## src/design/lfr_pkg.sv

```systemverilog
`timescale 1ns / 1ps
// ----------------------------------------------------------------------------
// lfr_pkg
// Shared types and constants of the LED frame receiver.
// ----------------------------------------------------------------------------
package lfr_pkg;

  localparam int unsigned MAX_LEDS     = 256;
  localparam int unsigned PREAMBLE_LEN = 10;

  localparam logic [7:0] POST_FIRST  = 8'd85;
  localparam logic [7:0] POST_SECOND = 8'd204;
  localparam logic [7:0] POST_THIRD  = 8'd165;

  // Event codes on the result channel.
  localparam logic [1:0] EV_PIXEL   = 2'd0;
  localparam logic [1:0] EV_COMMIT  = 2'd1;
  localparam logic [1:0] EV_REJECT  = 2'd2;
  localparam logic [1:0] EV_TIMEOUT = 2'd3;

  // Operation codes on the input channel.
  localparam logic OP_BYTE = 1'b0;
  localparam logic OP_TICK = 1'b1;

  // Register indexes of the configuration port.
  localparam logic [1:0] REG_BRIGHTNESS_MAX = 2'd0;
  localparam logic [1:0] REG_CHANNEL_FLOOR  = 2'd1;
  localparam logic [1:0] REG_TIMEOUT_TICKS  = 2'd2;
  localparam logic [1:0] REG_LED_COUNT      = 2'd3;

  localparam logic [7:0]  RST_BRIGHTNESS_MAX = 8'd120;
  localparam logic [7:0]  RST_CHANNEL_FLOOR  = 8'd30;
  localparam logic [15:0] RST_TIMEOUT_TICKS  = 16'd3000;
  localparam logic [8:0]  RST_LED_COUNT      = 9'd108;
  localparam logic [7:0]  RST_BRIGHTNESS_LVL = 8'd120;

  typedef struct packed {
    logic [7:0]  brightness_max;
    logic [7:0]  channel_floor;
    logic [15:0] timeout_ticks;
    logic [8:0]  led_count;
  } lfr_cfg_t;

  typedef struct packed {
    logic       valid;
    logic [1:0] event_kind;
    logic [7:0] led_index;
    logic [7:0] red;
    logic [7:0] green;
    logic [7:0] blue;
    logic [7:0] brightness;
  } lfr_result_t;

endpackage

```

## src/design/lfr_cfg_regs.sv

```systemverilog
`timescale 1ns / 1ps
// ----------------------------------------------------------------------------
// lfr_cfg_regs
// Register file behind the APB-style configuration port.
// ----------------------------------------------------------------------------
module lfr_cfg_regs
  import lfr_pkg::*;
(
  input  logic        clk,
  input  logic        rst_n,
  input  logic        psel,
  input  logic        penable,
  input  logic        pwrite,
  input  logic [3:0]  paddr,
  input  logic [31:0] pwdata,
  output logic [31:0] prdata,
  output logic        pready,
  output lfr_cfg_t    cfg
);

  lfr_cfg_t   cfg_r;
  logic       wr_en;
  logic [1:0] reg_idx;

  assign pready  = 1'b1;
  assign wr_en   = psel && penable && pwrite;
  assign reg_idx = paddr[3:2];
  assign cfg     = cfg_r;

  always_ff @(posedge clk) begin
    if (!rst_n) begin
      cfg_r.brightness_max <= RST_BRIGHTNESS_MAX;
      cfg_r.channel_floor  <= RST_CHANNEL_FLOOR;
      cfg_r.timeout_ticks  <= RST_TIMEOUT_TICKS;
      cfg_r.led_count      <= RST_LED_COUNT;
    end else if (wr_en) begin
      unique case (reg_idx)
        REG_BRIGHTNESS_MAX: cfg_r.brightness_max <= pwdata[7:0];
        REG_CHANNEL_FLOOR:  cfg_r.channel_floor  <= pwdata[7:0];
        REG_TIMEOUT_TICKS:  cfg_r.timeout_ticks  <= pwdata[15:0];
        REG_LED_COUNT:      cfg_r.led_count      <= pwdata[8:0];
        default: ;
      endcase
    end
  end

  always_comb begin
    unique case (reg_idx)
      REG_BRIGHTNESS_MAX: prdata = {24'd0, cfg_r.brightness_max};
      REG_CHANNEL_FLOOR:  prdata = {24'd0, cfg_r.channel_floor};
      REG_TIMEOUT_TICKS:  prdata = {16'd0, cfg_r.timeout_ticks};
      REG_LED_COUNT:      prdata = {23'd0, cfg_r.led_count};
      default:            prdata = 32'd0;
    endcase
  end

endmodule

```

## src/design/lfr_parser.sv

```systemverilog
`timescale 1ns / 1ps
// ----------------------------------------------------------------------------
// lfr_parser
// Frame state and the single-pass decode of one staged byte or tick.
// ----------------------------------------------------------------------------
module lfr_parser
  import lfr_pkg::*;
(
  input  logic        clk,
  input  logic        rst_n,
  input  lfr_cfg_t    cfg,
  input  logic        take,
  input  logic        operation,
  input  logic [7:0]  data_byte,
  output lfr_result_t res
);

  localparam int unsigned LIM_W = 11;

  logic [3:0]  hunt_pos_r,  hunt_pos_nxt;
  logic        in_frame_r,  in_frame_nxt;
  logic [8:0]  triple_r,    triple_nxt;
  logic [1:0]  phase_r,     phase_nxt;
  logic [7:0]  first_r,     first_nxt;
  logic [7:0]  second_r,    second_nxt;
  logic [7:0]  level_r,     level_nxt;
  logic [15:0] idle_r,      idle_nxt;

  logic [16:0]      idle_inc;
  logic [LIM_W-1:0] limit;
  logic [7:0]       lift_r, lift_g, lift_b;
  logic             post_ok;

  assign idle_inc = {1'b0, idle_r} + 17'd1;
  assign limit    = ({2'b00, cfg.led_count} > LIM_W'(MAX_LEDS)) ? LIM_W'(MAX_LEDS)
                                                                : {2'b00, cfg.led_count};
  assign lift_r   = (data_byte < cfg.channel_floor) ? cfg.channel_floor : data_byte;
  assign lift_g   = (second_r < cfg.channel_floor) ? cfg.channel_floor : second_r;
  assign lift_b   = (first_r < cfg.channel_floor) ? cfg.channel_floor : first_r;
  assign post_ok  = (first_r == POST_FIRST) && (second_r == POST_SECOND) &&
                    (data_byte == POST_THIRD);

  always_comb begin
    hunt_pos_nxt = hunt_pos_r;
    in_frame_nxt = in_frame_r;
    triple_nxt   = triple_r;
    phase_nxt    = phase_r;
    first_nxt    = first_r;
    second_nxt   = second_r;
    level_nxt    = level_r;
    idle_nxt     = idle_r;
    res          = '0;

    if (!in_frame_r) begin
      if (operation == OP_TICK) begin
        if (idle_inc > {1'b0, cfg.timeout_ticks}) begin
          idle_nxt       = 16'd0;
          hunt_pos_nxt   = 4'd0;
          res.valid      = 1'b1;
          res.event_kind = EV_TIMEOUT;
        end else begin
          idle_nxt = idle_inc[15:0];
        end
      end else begin
        idle_nxt = 16'd0;
        if (data_byte == {4'd0, hunt_pos_r}) begin
          if ({1'b0, hunt_pos_r} + 5'd1 >= 5'(PREAMBLE_LEN)) begin
            in_frame_nxt = 1'b1;
            hunt_pos_nxt = 4'd0;
            triple_nxt   = 9'd0;
            phase_nxt    = 2'd0;
          end else begin
            hunt_pos_nxt = hunt_pos_r + 4'd1;
          end
        end else begin
          // A mismatching byte is not retried as the first preamble byte.
          hunt_pos_nxt = 4'd0;
        end
      end
    end else if (operation == OP_BYTE) begin
      if (phase_r == 2'd0) begin
        first_nxt = data_byte;
        phase_nxt = 2'd1;
      end else if (phase_r == 2'd1) begin
        second_nxt = data_byte;
        phase_nxt  = 2'd2;
      end else begin
        phase_nxt = 2'd0;
        res.valid = 1'b1;
        if ({2'b00, triple_r} < limit) begin
          res.event_kind = EV_PIXEL;
          res.led_index  = triple_r[7:0];
          res.red        = lift_r;
          res.green      = lift_g;
          res.blue       = lift_b;
          triple_nxt     = triple_r + 9'd1;
        end else begin
          if (post_ok) begin
            if (level_r < cfg.brightness_max) begin
              level_nxt = level_r + 8'd1;
            end else if (level_r > cfg.brightness_max) begin
              level_nxt = level_r - 8'd1;
            end
            res.event_kind = EV_COMMIT;
            res.brightness = level_nxt;
          end else begin
            res.event_kind = EV_REJECT;
          end
          in_frame_nxt = 1'b0;
          hunt_pos_nxt = 4'd0;
          idle_nxt     = 16'd0;
        end
      end
    end
  end

  always_ff @(posedge clk) begin
    if (!rst_n) begin
      hunt_pos_r <= 4'd0;
      in_frame_r <= 1'b0;
      triple_r   <= 9'd0;
      phase_r    <= 2'd0;
      first_r    <= 8'd0;
      second_r   <= 8'd0;
      level_r    <= RST_BRIGHTNESS_LVL;
      idle_r     <= 16'd0;
    end else if (take) begin
      hunt_pos_r <= hunt_pos_nxt;
      in_frame_r <= in_frame_nxt;
      triple_r   <= triple_nxt;
      phase_r    <= phase_nxt;
      first_r    <= first_nxt;
      second_r   <= second_nxt;
      level_r    <= level_nxt;
      idle_r     <= idle_nxt;
    end
  end

endmodule

```

## src/design/led_frame_receiver_unit.sv

```systemverilog
`timescale 1ns / 1ps
// ----------------------------------------------------------------------------
// led_frame_receiver_unit
// Serial LED frame receiver: preamble hunt and timeout, pixel writes, postamble check.
// ----------------------------------------------------------------------------
// Usage:
// The input channel carries one item per transfer: a received serial byte
// (in_operation low) or one time tick (in_operation high). Each item lands in
// an input stage register; once the output register is free or drains, its decode
// updates the frame state and, when it causes a result, loads the output register.
// The result channel carries at most one event per input item: a pixel write, a
// frame commit, a frame reject or a hunt timeout.
// An input transfer passes the input stage register and then the output
// register before its result shows on out_valid. One item is taken per cycle
// while the output is not stalled; the combinational decode of the frame state is the only loop.
// When the receiver stalls the output register, the input stage holds one more
// item and in_stall rises only once that stage is full.
// Reset (rst_n low, synchronous) empties both stages, returns to hunting the
// preamble and loads the register defaults; configuration must be written through
// the APB-style port while the block is idle, which the block does not enforce.
// ----------------------------------------------------------------------------
module led_frame_receiver_unit
  import lfr_pkg::*;
(
  input  logic        clk,
  input  logic        rst_n,
  input  logic        psel,
  input  logic        penable,
  input  logic        pwrite,
  input  logic [3:0]  paddr,
  input  logic [31:0] pwdata,
  output logic [31:0] prdata,
  output logic        pready,
  input  logic        in_valid,
  output logic        in_stall,
  input  logic        in_operation,
  input  logic [7:0]  in_data_byte,
  output logic        out_valid,
  input  logic        out_stall,
  output logic [1:0]  out_event_kind,
  output logic [7:0]  out_led_index,
  output logic [7:0]  out_red,
  output logic [7:0]  out_green,
  output logic [7:0]  out_blue,
  output logic [7:0]  out_brightness
);

  lfr_cfg_t    cfg;
  lfr_result_t res;

  logic       stg_valid_r;
  logic       stg_op_r;
  logic [7:0] stg_byte_r;
  logic       advance;
  logic       take;
  logic       accept;

  lfr_result_t out_r;

  // The staged item moves on whenever the output register is free or drains.
  assign advance  = !out_r.valid || !out_stall;
  assign take     = stg_valid_r && advance;
  assign in_stall = stg_valid_r && !advance;
  assign accept   = in_valid && !in_stall;

  lfr_cfg_regs u_cfg (
    .clk     (clk),
    .rst_n   (rst_n),
    .psel    (psel),
    .penable (penable),
    .pwrite  (pwrite),
    .paddr   (paddr),
    .pwdata  (pwdata),
    .prdata  (prdata),
    .pready  (pready),
    .cfg     (cfg)
  );

  lfr_parser u_parser (
    .clk       (clk),
    .rst_n     (rst_n),
    .cfg       (cfg),
    .take      (take),
    .operation (stg_op_r),
    .data_byte (stg_byte_r),
    .res       (res)
  );

  // An empty stage fills even while the output register is stalled.
  always_ff @(posedge clk) begin
    if (!rst_n) begin
      stg_valid_r <= 1'b0;
    end else if (accept) begin
      stg_valid_r <= 1'b1;
    end else if (take) begin
      stg_valid_r <= 1'b0;
    end
  end

  always_ff @(posedge clk) begin
    if (accept) begin
      stg_op_r   <= in_operation;
      stg_byte_r <= in_data_byte;
    end
  end

  always_ff @(posedge clk) begin
    if (!rst_n) begin
      out_r.valid <= 1'b0;
    end else if (advance) begin
      out_r.valid <= take && res.valid;
    end
    if (advance) begin
      out_r.event_kind <= res.event_kind;
      out_r.led_index  <= res.led_index;
      out_r.red        <= res.red;
      out_r.green      <= res.green;
      out_r.blue       <= res.blue;
      out_r.brightness <= res.brightness;
    end
  end

  assign out_valid      = out_r.valid;
  assign out_event_kind = out_r.event_kind;
  assign out_led_index  = out_r.led_index;
  assign out_red        = out_r.red;
  assign out_green      = out_r.green;
  assign out_blue       = out_r.blue;
  assign out_brightness = out_r.brightness;

`ifndef SYNTHESIS
  // Backpressure reaches the input only when the stage already holds an item.
  a_stall_needs_stage: assert property (@(posedge clk) disable iff (!rst_n)
    in_stall |-> stg_valid_r)
    else $error("in_stall raised with an empty input stage");

  // A held stage item survives a stalled cycle.
  a_stage_held: assert property (@(posedge clk) disable iff (!rst_n)
    in_stall |=> stg_valid_r)
    else $error("staged item lost while stalled");

  // A new result only appears from a staged item.
  a_result_from_stage: assert property (@(posedge clk) disable iff (!rst_n)
    $rose(out_valid) |-> $past(stg_valid_r))
    else $error("result appeared without a staged item");

  // Only pixel writes carry color data.
  a_color_only_pixel: assert property (@(posedge clk) disable iff (!rst_n)
    (out_valid && out_event_kind != EV_PIXEL) |->
      (out_red == 8'd0 && out_green == 8'd0 && out_blue == 8'd0))
    else $error("non-pixel event carries color data");
`endif

endmodule

```

## config.mk

```make
export PLATFORM = sky130hd
export DESIGN_NAME = led_frame_receiver_unit
export DESIGN_NICKNAME = d
export VERILOG_FILES = /design/src/design/lfr_pkg.sv /design/src/design/lfr_cfg_regs.sv /design/src/design/lfr_parser.sv /design/src/design/led_frame_receiver_unit.sv
export SDC_FILE = /design/constraint.sdc
export NUM_CORES = 1
export LEC_CHECK = 0
export ABC_AREA = 0
export BUFFER_PORTS_ARGS = -buffer_cell sky130_fd_sc_hd__buf_2
export CAP_MARGIN = 0
export CELL_PAD_IN_SITES_DETAIL_PLACEMENT = 1
export CELL_PAD_IN_SITES_GLOBAL_PLACEMENT = 1
export CORE_ASPECT_RATIO = 0.6
export CORE_MARGIN = 10
export CORE_UTILIZATION = 40
export CTS_BUF_LIST = sky130_fd_sc_hd__clkbuf_4 sky130_fd_sc_hd__clkbuf_8
export DETAILED_ROUTE_END_ITERATION = 6
export PLACE_DENSITY_LB_ADDON = 0.1
export SLEW_MARGIN = 20
export SYNTH_ARGS = -nofsm -noshare
export SYNTH_HDL_FRONTEND = slang
export SYNTH_SLANG_ARGS = --single-unit
```

## constraint.sdc

```tcl
create_clock -name clk -period 4.03 [get_ports clk]
set_input_delay 0.403 -clock clk [delete_from_list [all_inputs] [get_ports clk]]
set_output_delay 0.403 -clock clk [all_outputs]
set_load 0.1 [all_outputs]
```

## Word level (Yosys, flattened, before mapping)

Index checks and enable logic that the tools add are counted.

| word-level totals | value |
|---|---|
| register bits after elaboration | 150 |
| input port bits | 52 |
| output and inout port bits | 77 |
| word-level logic and storage cells | 147 |

| cells by class | value |
|---|---|
| add/sub/neg operators | 6 |
| magnitude comparators | 9 |
| equal/unequal tests | 14 |
| muxes and demuxes | 59 |
| bitwise gates (word level) | 6 |
| reductions and logical operators | 31 |

Operators by type and width:

| cell | count |
|---|---|
| $mux W43 | 3 |
| $pmux W32 S4 | 1 |
| $mux W16 | 7 |
| $mux W9 | 9 |
| $mux W8 | 7 |
| $mux W4 | 9 |
| $lt A8 B8 Y1 | 4 |
| $mux W32 | 1 |
| $mux W2 | 9 |
| $add A16 B1 Y17 const B | 1 |
| $gt A17 B16 Y1 | 1 |
| $eq A8 B8 Y1 const B | 2 |
| $reduce_and A7 Y1 | 2 |
| $lt A9 B11 Y1 | 1 |
| $mux W1 | 10 |
| $ne A2 B2 Y1 const B | 5 |
| $reduce_and A5 Y1 | 2 |
| $add A9 B1 Y9 const B | 1 |
| $gt A9 B9 Y1 const B | 1 |
| $mux W3 | 3 |
| $add A8 B1 Y8 const B | 1 |
| $eq A8 B4 Y1 | 1 |
| $eq A8 B7 Y1 const B | 1 |
| $gt A8 B8 Y1 | 1 |
| other kinds (18) | 42 |

## Depth between registers and ports, before layout

| logic depth | value |
|---|---|
| depth in word-level cells | 10 |
| depth in mapped cells | 15 |
| gate-level depth less buffers | 13 |

## Hierarchy

From an unflattened synthesis, not the netlist that was laid out.

| second synthesis, totals | value |
|---|---|
| cells, all modules | 875 |
| area, all modules | 8474.4 um^2 |

Modules (own cells, without submodules):

| module | times used | cells an instance | area an instance (um^2) | seq. area each (um^2) |
|---|---|---|---|---|
| lfr_parser | 1 | 600 | 4797.1 | 1121.1 |
| lfr_cfg_regs | 1 | 215 | 2059.5 | 820.8 |
| led_frame_receiver_unit | 1 | 60 | 1617.8 | 1571.5 |

## Worst setup path after synthesis

Ideal clock, no wire load.

| timing | value |
|---|---|
| kind | flip-flop to flip-flop |
| start | reg out_r, in the netlist out_valid |
| end | reg u_parser.hunt_pos_r[3] |
| setup time | 0.116 ns |
| data arrival time | 3.371 ns |
| data required time | 3.914 ns |
| path slack | 0.543 ns |
| stages on the path, launching flop included | 8 |
| path buffers | 0 |
| period minus slack after synthesis | 3.487 ns |
| cell sequence | dfxtp_1 nand2_1 nand2_1 nor2_1 a31oi_1 or3_1 a21oi_1 a31o_2 |

| between the ends | value |
|---|---|
| longest elaborated chain between the ends | 4 |

Ends and longest elaborated chain:

| element | line | RTL |
|---|---|---|
| start: declaration | led_frame_receiver_unit.sv:58 | `lfr_result_t out_r;` |
| $logic_not A1 Y1 | led_frame_receiver_unit.sv:61 | `assign advance = !out_r.valid \|\| !out_stall;` |
| $logic_or A1 B1 Y1 | led_frame_receiver_unit.sv:61 |  |
| via advance | led_frame_receiver_unit.sv:54 | `logic advance;` |
| $logic_and A1 B1 Y1 | led_frame_receiver_unit.sv:62 | `assign take = stg_valid_r && advance;` |
| $reduce_and A6 Y1 (no source line) | -- |  |
| end signal: assignment | lfr_parser.sv:128 | `hunt_pos_r <= hunt_pos_nxt;` |
| end: declaration | lfr_parser.sv:20 | `logic [3:0] hunt_pos_r, hunt_pos_nxt;` |

The timed path passes the listed nets, and every way through them passes these cells.
A chain may end at the register's enable or synchronous reset.

## Worst setup path after layout

| timing | value |
|---|---|
| start | reg u_parser.idle_r[0] |
| end | reg u_parser.idle_r[2] |

| between the ends | value |
|---|---|
| longest elaborated chain between the ends | 5 |

Ends and longest elaborated chain:

| element | line | RTL |
|---|---|---|
| start: declaration | lfr_parser.sv:27 | `logic [15:0] idle_r, idle_nxt;` |
| start signal: assignment | lfr_parser.sv:135 | `idle_r <= idle_nxt;` |
| $add A16 B1 Y17 (*) | lfr_parser.sv:34 | `assign idle_inc = {1'b0, idle_r} + 17'd1;` |
| $gt A17 B16 Y1 | lfr_parser.sv:56 | `if (idle_inc > {1'b0, cfg.timeout_ticks}) begin` |
| $mux W16 (*) | lfr_parser.sv:56 |  |
| $mux W16 (*) | lfr_parser.sv:55 | `if (operation == OP_TICK) begin` |
| $mux W16 (*) | lfr_parser.sv:54 | `if (!in_frame_r) begin` |

Mark *: on every way between the ends. The rest lies on a longest branch, timed or not.

==> impl_metrics.toml <==
[drt]
routed_wirelength_um = 26500
routedWlPerCell_um = 20.5
via_per_inst = 5.48
drt_first_pass_iters = 5
initialDrtViolationCount = 430
vias = 7088
postRouteAntennaNets = 0
drc = 0

[layout]
fill_cells = 2444
diodes = 0
fin_nets = 1112
area_growth_pct = 13.0
layout-drive-gt1-share_pct = 17.5

[global_routing]
grt_pass1_wl_um = 42000
track_usage_pct = 19.3
gr-total-overflow = 0
grt_max_degree = 48
first_global_vias = 7086
antenna_found_initial = 0

[sta]
max-slew-margin-rel_pct = 32.6
skew_ns = 0.0116
tightest_slew_ns = 1.01
post-route-period-util_pct = 91.0
min_period_ns = 3.67
rsz0062_at_grt = "false"
drv_slew = 0
setup_viol_count_final = 0
fmax_ghz = 0.273
tns_ns = 0
final-hold-violation-count = 0

[worst_setup_path]
required_ns = 4.43
rrSetupSlack_ns = 0.36
worst-setup-path-type = "flip-flop to flip-flop"
arrival_ns = 4.07
path_max_fanout = 8
worstSetupStartpointType = "flip-flop"
reg2reg_depth = 14
cp-end-kind = "flip-flop"
r2r-start = "u_parser.idle_r[0]"
reg2reg_to = "u_parser.idle_r[2]"

[floorplan]
ios = 129
die_w_um = 208
initial_core_util_pct = 40.5
dieArea_um2 = 27600
std_cell_rows = 41
die_h_um = 133
design.core.area_um2 = 20900

[logic_synthesis]
async_reset_ff_share_pct = 0
netlist_instances = 917
synth-xor-area-share_pct = 2.48
synth_top_family_by_area = "simple AND/OR/NAND/NOR gates"
synth_edf_count = 51
syn_area_um2 = 8460
synth-compound-area-share_pct = 13.0
yosys.area_share.simple_pct = 21.5
synthMuxAreaShare_pct = 7.40
syn_avg_cell_area_um2 = 9.23
ys_ff_latch = 150
ys_warn_count = 0
ys_seq_area_share_pct = 41.5
synthAdderAreaFrac_pct = 8.73
yosys_most_used_dff = "dfxtp_1"
synthDistinctLibCells = 77

[power_and_ir_drop]
max-vdd-ir-drop_v = 0.000202
total_power_mw = 3.17
powerDensity_nw_per_um2 = 332
power_leakage_nw = 4.16

[place]
port_buffers = 93
routabilityCongestion = 0.897
hpwl_um = 20200

[cts]
clock_sinks = 150
cts.clk_slew.worst_paths_ns = 0.08
cts-buffers-inserted = 17
insertion_delay_ns = 0.49
post_cts_buffers = 0
cts-htree-levels = 4
cts_buffer_depth = 2
cts_tree = "built"
cts-root-buf = "clkbuf_8"

[worst_hold_path]
hp-class = "input port to flip-flop"
hp-start = "in_operation"
whs_endpoint = "stg_op_r"
holdPathStages = 1

[status]
status = "completed"

[job]
cap_viol_max_count = 0
## logic make-up (layout without fill, tap and decap cells)
family / count (synthesis) / after routing
compound gates: 167 / 167
xor+xnor: 24 / 24
fa+ha+maj: 59 / 59
buf+inv: 99 / 181
flops: 150 / 150
mux: 52 / 52
other cells: 2 / 17
simple gates: 364 / 364
## flip-flops by register name, indices dropped and copies added (netlist names)
signal               count
u_cfg.cfg               41
u_parser.idle_r         16
u_parser.triple_r        9
out_blue                 8
out_brightness           8
out_green                8
out_led_index            8
out_red                  8
stg_byte_r               8
u_parser.first_r         8
u_parser.level_r         8
u_parser.second_r        8
u_parser.hunt_pos_r      4
out_event_kind           2
u_parser.phase_r         2
out_valid                1
stg_op_r                 1
stg_valid_r              1
u_parser.in_frame_r      1
## critical path, stage by stage, from the launching register on
cell      delay [ns]
dfxtp_1         0.43
ha_1            0.25
and3_1          0.24
nand3_4         0.13
nor2b_1         0.25
xor2_1          0.34
ha_1            0.34
nand3_1         0.16
nor2_1          0.07
a211oi_1        0.37
a31oi_4         0.23
nor2_2          0.29
buf_4           0.22
nand3b_1        0.08
a21oi_1         0.16
## per-stage QoR
step	util [%]	setup slack [ns]	cell area, µm²	cells	hold WS (ns)
final	45.8	0.364	9560	1293	0.0894
after global routing	45.8	0.0260	9560	1293	0.0615
after CTS	45.7	0.239	9550	1293	0.0628
after detailed placement	43.8	0.276	9140	1261	0.467
after global placement	43.8	0.391	9140	1261	0.460
after floorplan	-	0.543	8520	932	0.441
## synth_stat cells (4+ instances only)
library cell,n,share of area (%)
nor2b_1,7,0.52
edfxtp_1,51,18
nor3b_1,5,0.44
nand2_1,110,4.9
o41a_1,4,0.53
o21ai_1,9,0.53
nand3_1,32,1.9
nor2_1,92,4.1
xor2_1,9,0.93
nor3_1,16,0.95
mux2i_1,43,5.1
dfxtp_1,99,23
a21oi_1,54,3.2
nor4_1,10,0.74
buf_4,20,1.8
and2_1,14,1.0
nand4_1,11,0.81
clkbuf_1,29,1.3
xnor2_1,15,1.6
or3_1,11,0.81
a22oi_1,5,0.44
o211ai_1,16,1.4
nand2b_1,15,1.1
nand3b_1,5,0.44
o21ai_0,35,2.1
buf_1,4,0.18
and3_1,12,0.89
inv_1,41,1.8
mux4_2,8,2.1
a21o_1,7,0.62
ha_1,59,8.7
## power breakdown
part | total [mW] | internal [mW] | switching [mW]
Combinational | 0.333 | 0.0803 | 0.253
Sequential | 1.60 | 1.57 | 0.0319
Clock | 1.24 | 0.633 | 0.603
## routing by layer
layer  vias to the layer above  routed length (µm)  GRT usage, %
li1                       3399                   -             -
met1                      3507               14600          30.0
met2                       164               10300          25.4
met3                        18                1390          4.61
met4                         0                 255          4.33
met5                         -                   0             0
## area by class of cell
class,count,area [µm²],area share (%)
timing repair buffer,107,571,5.97
sequential,150,3510,36.8
multi-input combinational,683,4560,47.7
inverter,42,158,1.65
clock buffer,24,312,3.26
clock inverter,8,96.3,1.01
tap,279,349,3.65
## repair_timing
action / in CTS / in global routing
setup endpoints to repair: 0 / 1
resized for setup: 0 / 1
hold buffers: 0 / 0
## how the worst max path moves through the flow
stage | start | to | slack [ns] | cells past startpoint
2_1_floorplan | out_valid | u_parser.hunt_pos_r[3] | 0.54 | 7
3_3_place_gp | u_parser.idle_r[0] | u_parser.idle_r[2] | 0.39 | 14
3_5_place_dp | u_parser.idle_r[0] | u_parser.idle_r[2] | 0.28 | 14
4_1_cts | u_parser.idle_r[0] | u_parser.idle_r[2] | 0.24 | 14
5_1_grt | u_parser.idle_r[0] | u_parser.idle_r[2] | 0.03 | 14
6_report | u_parser.idle_r[0] | u_parser.idle_r[2] | 0.36 | 14
## cell usage in the layout, fill, tap and decap left out, types with 16 or more instances in the layout
cell type    n
clkbuf_8    21
dfxtp_1     99
edfxtp_1    51
o21ai_0     35
conb_1      17
nand2_1    108
ha_1        59
nor2_1      91
buf_2       93
inv_1       40
mux2i_1     43
a21oi_1     54
nor3_1      16
o211ai_1    16
nand3_1     32
Note: power is estimated with default switching activity, not from simulation.
